--- src/sv/bmul_pkg.sv ---
// ----------------------------------------------------------------------------
// bmul_pkg
// Shared constants and types for the binary32 multiplier.
// ----------------------------------------------------------------------------
`default_nettype none
package bmul_pkg;
    localparam int unsigned W_WORD = 32;
    localparam logic [7:0]  EXP_MAX  = 8'd255;
    localparam logic [31:0] QNAN_DEF = 32'h7FC0_0000;
    localparam logic [31:0] QUIET    = 32'h0040_0000;
    localparam logic [30:0] INF_MAG  = 31'h7F80_0000;
    typedef logic [W_WORD-1:0] t_word;
endpackage
`default_nettype wire

--- src/sv/binary32_multiplier_unit.sv ---
// ----------------------------------------------------------------------------
// binary32_multiplier_unit
// IEEE 754 binary32 multiply, round to nearest even, five register stages.
// ----------------------------------------------------------------------------
//  channel  | ports                                     | handshake
//  input    | i_start, i_operand_a, i_operand_b, o_busy | start && !busy
//  result   | o_valid, o_product                        | strobe, one cycle
//
// One item may enter every cycle. The pipeline stages are unpack/normalize,
// 24x24 multiply, normalize/shift, align/round and pack. busy is always
// low since the receiver cannot stall. Synchronous active-low reset
// clears the valid bits only.
`default_nettype none
module binary32_multiplier_unit (
    input  wire                  i_clk,
    input  wire                  i_rst_n,
    input  wire                  i_start,
    input  wire bmul_pkg::t_word i_operand_a,
    input  wire bmul_pkg::t_word i_operand_b,
    output logic                 o_busy,
    output logic                 o_valid,
    output bmul_pkg::t_word      o_product
);
    import bmul_pkg::*;

    // valid chain
    logic [4:0] r_vld;

    // ---------------- stage 1: classify and normalize ----------------
    logic        r1_spec, r1_sign;
    logic [31:0] r1_spec_val;
    logic [23:0] r1_sa, r1_sb;
    logic signed [9:0] r1_ea, r1_eb;

    function automatic logic [4:0] lzc23(input logic [22:0] m);
        logic [4:0] n;
        n = 5'd23;
        for (int i = 0; i < 23; i++) begin
            if (m[i]) n = 5'(22 - i);
        end
        return n;
    endfunction

    logic [7:0] ca, cb;
    logic a_nan, b_nan, a_zero, b_zero, n1_spec;
    logic [31:0] n1_spec_val;
    logic [4:0] lza, lzb;
    assign ca = i_operand_a[30:23];
    assign cb = i_operand_b[30:23];
    assign a_nan  = (ca == EXP_MAX) && (i_operand_a[22:0] != '0);
    assign b_nan  = (cb == EXP_MAX) && (i_operand_b[22:0] != '0);
    assign a_zero = i_operand_a[30:0] == '0;
    assign b_zero = i_operand_b[30:0] == '0;
    assign lza = lzc23(i_operand_a[22:0]);
    assign lzb = lzc23(i_operand_b[22:0]);

    // special results decided up front
    always_comb begin
        n1_spec = 1'b1;
        if (a_nan)
            n1_spec_val = i_operand_a | QUIET;
        else if (b_nan)
            n1_spec_val = i_operand_b | QUIET;
        else if (ca == EXP_MAX || cb == EXP_MAX)
            n1_spec_val = (a_zero || b_zero) ? QNAN_DEF
                : {i_operand_a[31] ^ i_operand_b[31], INF_MAG};
        else if (a_zero || b_zero)
            n1_spec_val = {i_operand_a[31] ^ i_operand_b[31], 31'd0};
        else begin
            n1_spec     = 1'b0;
            n1_spec_val = '0;
        end
    end

    always_ff @(posedge i_clk) begin
        r1_spec     <= n1_spec;
        r1_spec_val <= n1_spec_val;
        r1_sign     <= i_operand_a[31] ^ i_operand_b[31];
        if (ca != 8'd0) begin
            r1_sa <= {1'b1, i_operand_a[22:0]};
            r1_ea <= $signed({2'b00, ca}) - 10'sd127;
        end else begin
            r1_sa <= {1'b0, i_operand_a[22:0]} << (lza + 5'd1);
            r1_ea <= -10'sd126 - $signed({5'd0, lza}) - 10'sd1;
        end
        if (cb != 8'd0) begin
            r1_sb <= {1'b1, i_operand_b[22:0]};
            r1_eb <= $signed({2'b00, cb}) - 10'sd127;
        end else begin
            r1_sb <= {1'b0, i_operand_b[22:0]} << (lzb + 5'd1);
            r1_eb <= -10'sd126 - $signed({5'd0, lzb}) - 10'sd1;
        end
    end

    // ---------------- stage 2: multiply ----------------
    logic        r2_spec, r2_sign;
    logic [31:0] r2_spec_val;
    logic [47:0] r2_m;
    logic signed [9:0] r2_e;
    always_ff @(posedge i_clk) begin
        r2_spec     <= r1_spec;
        r2_spec_val <= r1_spec_val;
        r2_sign     <= r1_sign;
        r2_m        <= 48'(r1_sa) * 48'(r1_sb);
        r2_e        <= r1_ea + r1_eb + 10'sd127;
    end

    // ---------------- stage 3: normalize, compute shift ----------------
    logic        r3_spec, r3_sign, r3_ovf, r3_sub;
    logic [31:0] r3_spec_val;
    logic [47:0] r3_m;
    logic [5:0]  r3_sh;
    logic [7:0]  r3_e;
    logic signed [9:0] e3;
    logic signed [10:0] s3;
    always_comb begin
        e3 = r2_m[47] ? r2_e + 10'sd1 : r2_e;
        s3 = 11'sd25 - 11'(e3);
    end
    always_ff @(posedge i_clk) begin
        r3_spec     <= r2_spec;
        r3_spec_val <= r2_spec_val;
        r3_sign     <= r2_sign;
        r3_m        <= r2_m[47] ? r2_m : {r2_m[46:0], 1'b0};
        r3_ovf      <= e3 >= 10'sd255;
        r3_sub      <= e3 < 10'sd1;
        r3_e        <= (e3 < 10'sd1) ? 8'd0 : e3[7:0];
        if (e3 >= 10'sd1)
            r3_sh <= 6'd24;
        else if (s3 > 11'sd49)
            r3_sh <= 6'd49;
        else
            r3_sh <= s3[5:0];
    end

    // ---------------- stage 4: align and round ----------------
    // remainder and half are one bit wider so a shift of 49 keeps its half
    logic        r4_spec, r4_sign, r4_ovf, r4_sub;
    logic [31:0] r4_spec_val;
    logic [24:0] r4_sig;
    logic [7:0]  r4_e;
    logic [47:0] sig4;
    logic [48:0] rem4, half4, mask4;
    logic        up4;
    always_comb begin
        sig4  = r3_m >> r3_sh;
        mask4 = (49'd1 << r3_sh) - 49'd1;
        half4 = 49'd1 << (r3_sh - 6'd1);
        rem4  = {1'b0, r3_m} & mask4;
        up4   = (rem4 > half4) || (rem4 == half4 && sig4[0]);
    end
    always_ff @(posedge i_clk) begin
        r4_spec     <= r3_spec;
        r4_spec_val <= r3_spec_val;
        r4_sign     <= r3_sign;
        r4_ovf      <= r3_ovf;
        r4_sub      <= r3_sub;
        r4_e        <= r3_e;
        r4_sig      <= sig4[24:0] + 25'(up4);
    end

    // ---------------- stage 5: pack ----------------
    logic [31:0] r5_res;
    logic [8:0]  e5;
    logic [22:0] f5;
    always_comb begin
        e5 = {1'b0, r4_e};
        f5 = r4_sig[22:0];
        if (r4_sig[24]) begin
            e5 = e5 + 9'd1;
            f5 = r4_sig[23:1];
        end
    end
    always_ff @(posedge i_clk) begin
        if (r4_spec)
            r5_res <= r4_spec_val;
        else if (r4_ovf)
            r5_res <= {r4_sign, INF_MAG};
        else if (r4_sub)
            r5_res <= {r4_sign, 7'd0, r4_sig[23:0]};
        else if (e5 >= 9'd255)
            r5_res <= {r4_sign, INF_MAG};
        else
            r5_res <= {r4_sign, e5[7:0], f5};
    end

    // valid bits
    always_ff @(posedge i_clk) begin
        if (!i_rst_n) begin
            r_vld <= '0;
        end else begin
            r_vld <= {r_vld[3:0], i_start};
        end
    end

    assign o_busy    = 1'b0;
    assign o_valid   = r_vld[4];
    assign o_product = r5_res;
endmodule
`default_nettype wire
--- config.mk ---
export PLATFORM = sky130hd
export DESIGN_NAME = binary32_multiplier_unit
export DESIGN_NICKNAME = d
export VERILOG_FILES = /design/src/sv/bmul_pkg.sv /design/src/sv/binary32_multiplier_unit.sv
export SDC_FILE = /design/constraint.sdc
export NUM_CORES = 2
export LEC_CHECK = 0
export BUFFER_PORTS_ARGS = -buffer_cell sky130_fd_sc_hd__buf_2
export CAP_MARGIN = 10
export CELL_PAD_IN_SITES_DETAIL_PLACEMENT = 0
export CELL_PAD_IN_SITES_GLOBAL_PLACEMENT = 1
export CORE_MARGIN = 4
export CORE_UTILIZATION = 51
export DETAILED_ROUTE_END_ITERATION = 10
export GPL_TIMING_DRIVEN = 0
export PLACE_DENSITY = 0.8
export REMOVE_ABC_BUFFERS = 1
export SLEW_MARGIN = 10
export SYNTH_ARGS = -nofsm -noshare
export SYNTH_HDL_FRONTEND = slang
export SYNTH_SLANG_ARGS = --single-unit
export TNS_END_PERCENT = 30
--- constraint.sdc ---
create_clock -name i_clk -period 9.25 [get_ports i_clk]
set_input_delay 1.3875 -clock i_clk [delete_from_list [all_inputs] [get_ports i_clk]]
set_output_delay 1.3875 -clock i_clk [all_outputs]
set_load 0.005 [all_outputs]
# --- After elaboration in Yosys (flattened, before gate mapping) ---
# Cells that the tools add are included.
classes:
  addsub: 16
  mul: 1
  order_cmp: 6
  n_eq_ne: 3
  shifts: 5
  muxes: 65
  bitwise: 2
  n_reduce_logical: 15
ops:
  columns: ["operator", "count"]
  rows:
  - ["5-bit 2-to-1 mux", 42]
  - ["32-bit 2-to-1 mux", 6]
  - ["1-bit by 6-bit << shifter with 49-bit output (first input constant)", 2]
  - ["31-bit 2-to-1 mux", 3]
  - ["23-bit 2-to-1 mux", 3]
  - ["31-bit zero test", 2]
  - ["48-bit by 49-bit bitwise AND with 49-bit output", 1]
  - ["49-bit equality test", 1]
  - ["49-bit > comparator", 1]
  - ["49-bit by 1-bit subtractor with 49-bit output (second input constant)", 1]
  - ["24-bit by 24-bit multiplier with 48-bit output", 1]
  - ["23-bit by 5-bit << shifter with 24-bit output", 2]
  - ["48-bit by 6-bit >> shifter with 25-bit output", 1]
  - ["47-bit 2-to-1 mux", 1]
  - ["23-bit nonzero test", 2]
  - ["10-bit 2-to-1 mux", 3]
  - ["25-bit by 1-bit adder with 25-bit output", 1]
  - ["9-bit by 2-bit subtractor with 10-bit output (second input constant)", 2]
  - ["8-bit by 6-bit subtractor with 9-bit output (first input constant)", 2]
  - ["8-bit by 7-bit subtractor with 9-bit output (second input constant)", 2]
  - ["8-bit equality test (second input constant)", 2]
  - ["8-bit nonzero test", 2]
  - ["11-bit by 7-bit > comparator with 1-bit output (second input constant)", 1]
  - ["6-bit by 10-bit subtractor with 11-bit output (first input constant)", 1]
  - ["19 further kinds", 28]
totals:
  reg_bits: 398
  in_bits: 67
  output_inout_bits: 34
  wordCells: 148

# --- Longest topological paths before layout ---
logic_depth:
  ltp_word: 26
  ltp_mapped: 34
  ltp_nobuf: 27

# --- Worst setup path before layout ---
# No wires, ideal clock.
synth_timing:
  kind: "reg-to-reg"
  startpoint: "register r1_sb[3]"
  endpoint: "register r2_m[43]"
  setup_time_ns: 0.120
  arrival_ns: 6.391
  required_ns: 9.130
  setup_slack_ns: 2.739
  stages_incl_launch_ff: 23
  path_buffers: 1
  synth_period_minus_slack_ns: 6.511
  cell_sequence: "dfxtp_1 > clkbuf_1 > nand2_1 > fa_1 > inv_1 > fa_1 > fa_1 > fa_1 > inv_1 > fa_1 > fa_1 > inv_1 > fa_1 > ha_1 > o211a_1 > o21a_1 > inv_1 > a2111o_1 > a31oi_1 > a21oi_1 > o21ai_0 > a31oi_1 > xnor2_1"
synth_via:
  elab_chain_len: 1
synth_lines:
  columns: ["item", "line_no", "text"]
  rows:
  - ["start, declared", "binary32_multiplier_unit.sv:32", "logic [23:0] r1_sa, r1_sb;"]
  - ["start signal, assigned", "binary32_multiplier_unit.sv:87", "r1_sb <= {1'b1, i_operand_b[22:0]};"]
  - ["start signal, assigned", "binary32_multiplier_unit.sv:90", "r1_sb <= {1'b0, i_operand_b[22:0]} << (lzb + 5'd1);"]
  - ["24-bit by 24-bit multiplier with 48-bit output", "binary32_multiplier_unit.sv:104", "r2_m <= 48'(r1_sa) * 48'(r1_sb);"]
  - ["end signal, assigned", "binary32_multiplier_unit.sv:104", null]
  - ["end, declared", "binary32_multiplier_unit.sv:98", "logic [47:0] r2_m;"]
# No other way between the ends.
# A chain may end at the register's enable or synchronous reset.

# --- Worst setup path after layout ---
layout_timing:
  startpoint: "register r1_sb[2]"
  endpoint: "register r2_m[43]"
# Same word-level chain as after synthesis.

==> metrics.yaml <==
n_antenna_cell: 0
crit_path_end_kind: "flip-flop"
path_delay_family: "adder cells"
grt_use_total: 0.278
yosysWarningCount: 0
fillCellCount: 6897
numPortBuffers: 99
crit_buf_inv: 3
clk_latency_ps: 570
dp_cells: 5071
place_area_um2: 39800
rrSetupSlack_ps: 1440
grt_pass1_vias: 30500
viasPerCell: 5.87
grt-ovfl-total: 0
tightest_slew_ps: 1350
multi_input_area_um2: 27700
ant_nets: 0
crit_top_cell: "fa_1"
yosys-top-cells-count: "nand2_1 (601), inv_1 (587), fa_1 (483), dfxtp_1 (396), ha_1 (256)"
pin_count: 101
drive_gt1_frac: 0.0994
fin_cells: 5144
die_area_um2: 80500
cts-buffers-inserted: 39
seqCellArea_um2: 7970
stdcell_area_um2: 41200
die-width_um: 284
period_needed_ps: 7810
critPathRequiredTime_ps: 9700
dp_slack_ps: 1310
synth_area_per_cell_um2: 9.14
antenna_found_initial: 7
dp_hpwl_mm: 82.1
drt_drc_violations_left: 0
syn_area_um2: 38800
synth_ff_type: "dfxtp_1"
drt_first_pass_iters: 6
ff2ff_path_depth: 20
hold-worst-slack_ps: 314
clk_pin_slew_ps: 60
maxSlewViolCount: 0
vias: 30200
worst_ep_arrival_time_ps: 8260
crit_path_end: "r2_m[43]$_DFF_P_"
synth_top_area_cell: "fa_1"
synthDistinctLibCells: 97
max_freq_mhz: 128
synth.area.top_cells: "fa_1 (25%), dfxtp_1 (20%), ha_1 (8.3%), nand2_1 (5.8%), inv_1 (5.7%)"
wl_per_cell_um: 21.8
outcome: "finished clean"
hold_depth: 0
cpMaxStageDelayCell: "dfxtp_1"
rsz0062_at_grt: "false"
maxCapViolations: 0
setup_violations: 0
hold_violations: 0
cts_tree: "done"
yosysSeqAreaShare: 0.204
cts_num_sinks: 396
area_delta_synth_final_pct: 6.19
grt_pass1_wl_mm: 176
syn_inst: 4243
cts-root-buf: "clkbuf_16"
synth_enable_flop_cells: 0
hold_buffers: 0
fp.dieH_um: 284
critPathLaunchType: "flip-flop"
postCtsSetupBuffers: 0
ctsHtreeMaxLevel: 2
path_depth: 20
skew_ps: 16.0
path_class: "flip-flop to flip-flop"
r2r_end: "r2_m[43]$_DFF_P_"
slew_headroom: 0.101
hold_class: "flip-flop to flip-flop"
clockBufferDepth: 3
grt_start_max_net_pins: 67
layout_setup_ws_ps: 1440
core_um2: 74900
critPathMaxStageDelay_ps: 1200
crit_chain: "and2_1, fa_1, fa_1, fa_1, fa_1, inv_1, fa_1, fa_1, inv_1, fa_1, ha_1, o211a_1, o21a_1, inv_1, a2111o_1, a31oi_1, a21oi_1, o21ai_0, a31oi_1, xnor2_1"
critPathLaunch: "r1_sb[2]$_DFF_P_"
r2r-start: "r1_sb[2]$_DFF_P_"
finalCritPeriodShare: 0.844
worst-path-max-fanout: 24
gp_congestion: 0.982
netlist.area_leader.share: 0.249
final_nets: 4950
synth_most_common_cell: "nand2_1"
async_reset_ff_frac: 0
rows: 100
start_util: 0.518
routed_wl_mm: 112
ys_ff_latch: 396
drtIter0Drc: 2661
cts_resized: 0
[cells in the final DEF (no fill, tap or decap), drive strengths merged, types with 46 or more instances in the layout]
master	Yosys	final
nor2	176	176
fa	483	483
nand2	601	601
inv	590	593
clkbuf	213	49
a21oi	154	154
dfxtp	396	396
and2	248	248
buf	41	114
nand3	56	56
ha	256	256
a21o	50	50
mux2i	71	71
xnor2	70	70
o21ai	114	114
mux2	84	84
mux4	74	74
nor3	46	46
[registers in the layout (all words and copies together) (netlist names), 10 cells and up]
signal and cells:
r4_spec_val 32, r3_m 48, r3_spec_val 32, r2_spec_val 32, o_product 32, r2_e 10, r1_spec_val 32, r1_sa 24
r4_sig 25, r1_sb 24, r2_m 48
[metrics by stage]
step,util,TNS (ps)
floorplan,-,0
global placement,0.526,-720
detailed placement,0.531,0
CTS,0.549,0
global route,0.550,0
finish,0.550,0
[how the worst min path moves through the flow]
stage                                  from                 endpoint
floorplan                   r1_sign$_DFF_P_          r2_sign$_DFF_P_
global placement    r1_spec_val[20]$_DFF_P_  r2_spec_val[20]$_DFF_P_
detailed placement  r2_spec_val[18]$_DFF_P_  r3_spec_val[18]$_DFF_P_
CTS                  r1_spec_val[0]$_DFF_P_   r2_spec_val[0]$_DFF_P_
global route        r2_spec_val[31]$_DFF_P_  r3_spec_val[31]$_DFF_P_
finish               r3_spec_val[1]$_DFF_P_   r4_spec_val[1]$_DFF_P_
[final cells by class]
type                            count  share of cell area
Tap cell                          969              0.0294
Sequential cell                   396               0.194
Inverter                          591              0.0540
Clock inverter                     23             0.00708
Timing Repair Buffer              114              0.0183
Clock buffer                       49              0.0263
Multi-Input combinational cell   3002               0.671
[kinds of logic (layout without fill, tap and decap cells)]
kind of cell / count (synthesis) / count (layout) / share of synthesized area
buffers and inverters: 845 / 777 / 0.0849
flip-flops: 396 / 396 / 0.204
multiplexers: 229 / 229 / 0.0860
XOR/XNOR: 114 / 114 / 0.0259
AO/OA/AOI/OAI: 615 / 615 / 0.107
other: 1 / 1 / 0.0000967
AND/OR/NAND/NOR: 1304 / 1304 / 0.160
adder cells (fa/ha/maj): 739 / 739 / 0.332
[metal layers]
metal	track usage	vias to the layer above	share of wire
li1	-	13700	-
met2	0.440	1353	0.45
met1	0.386	14900	0.42
met5	0	-	0.00028
met3	0.0582	247	0.093
met4	0.0813	4	0.033
Power is not shown: default switching activity piles up to over one toggle a cycle in this logic, so the estimate is an artifact.
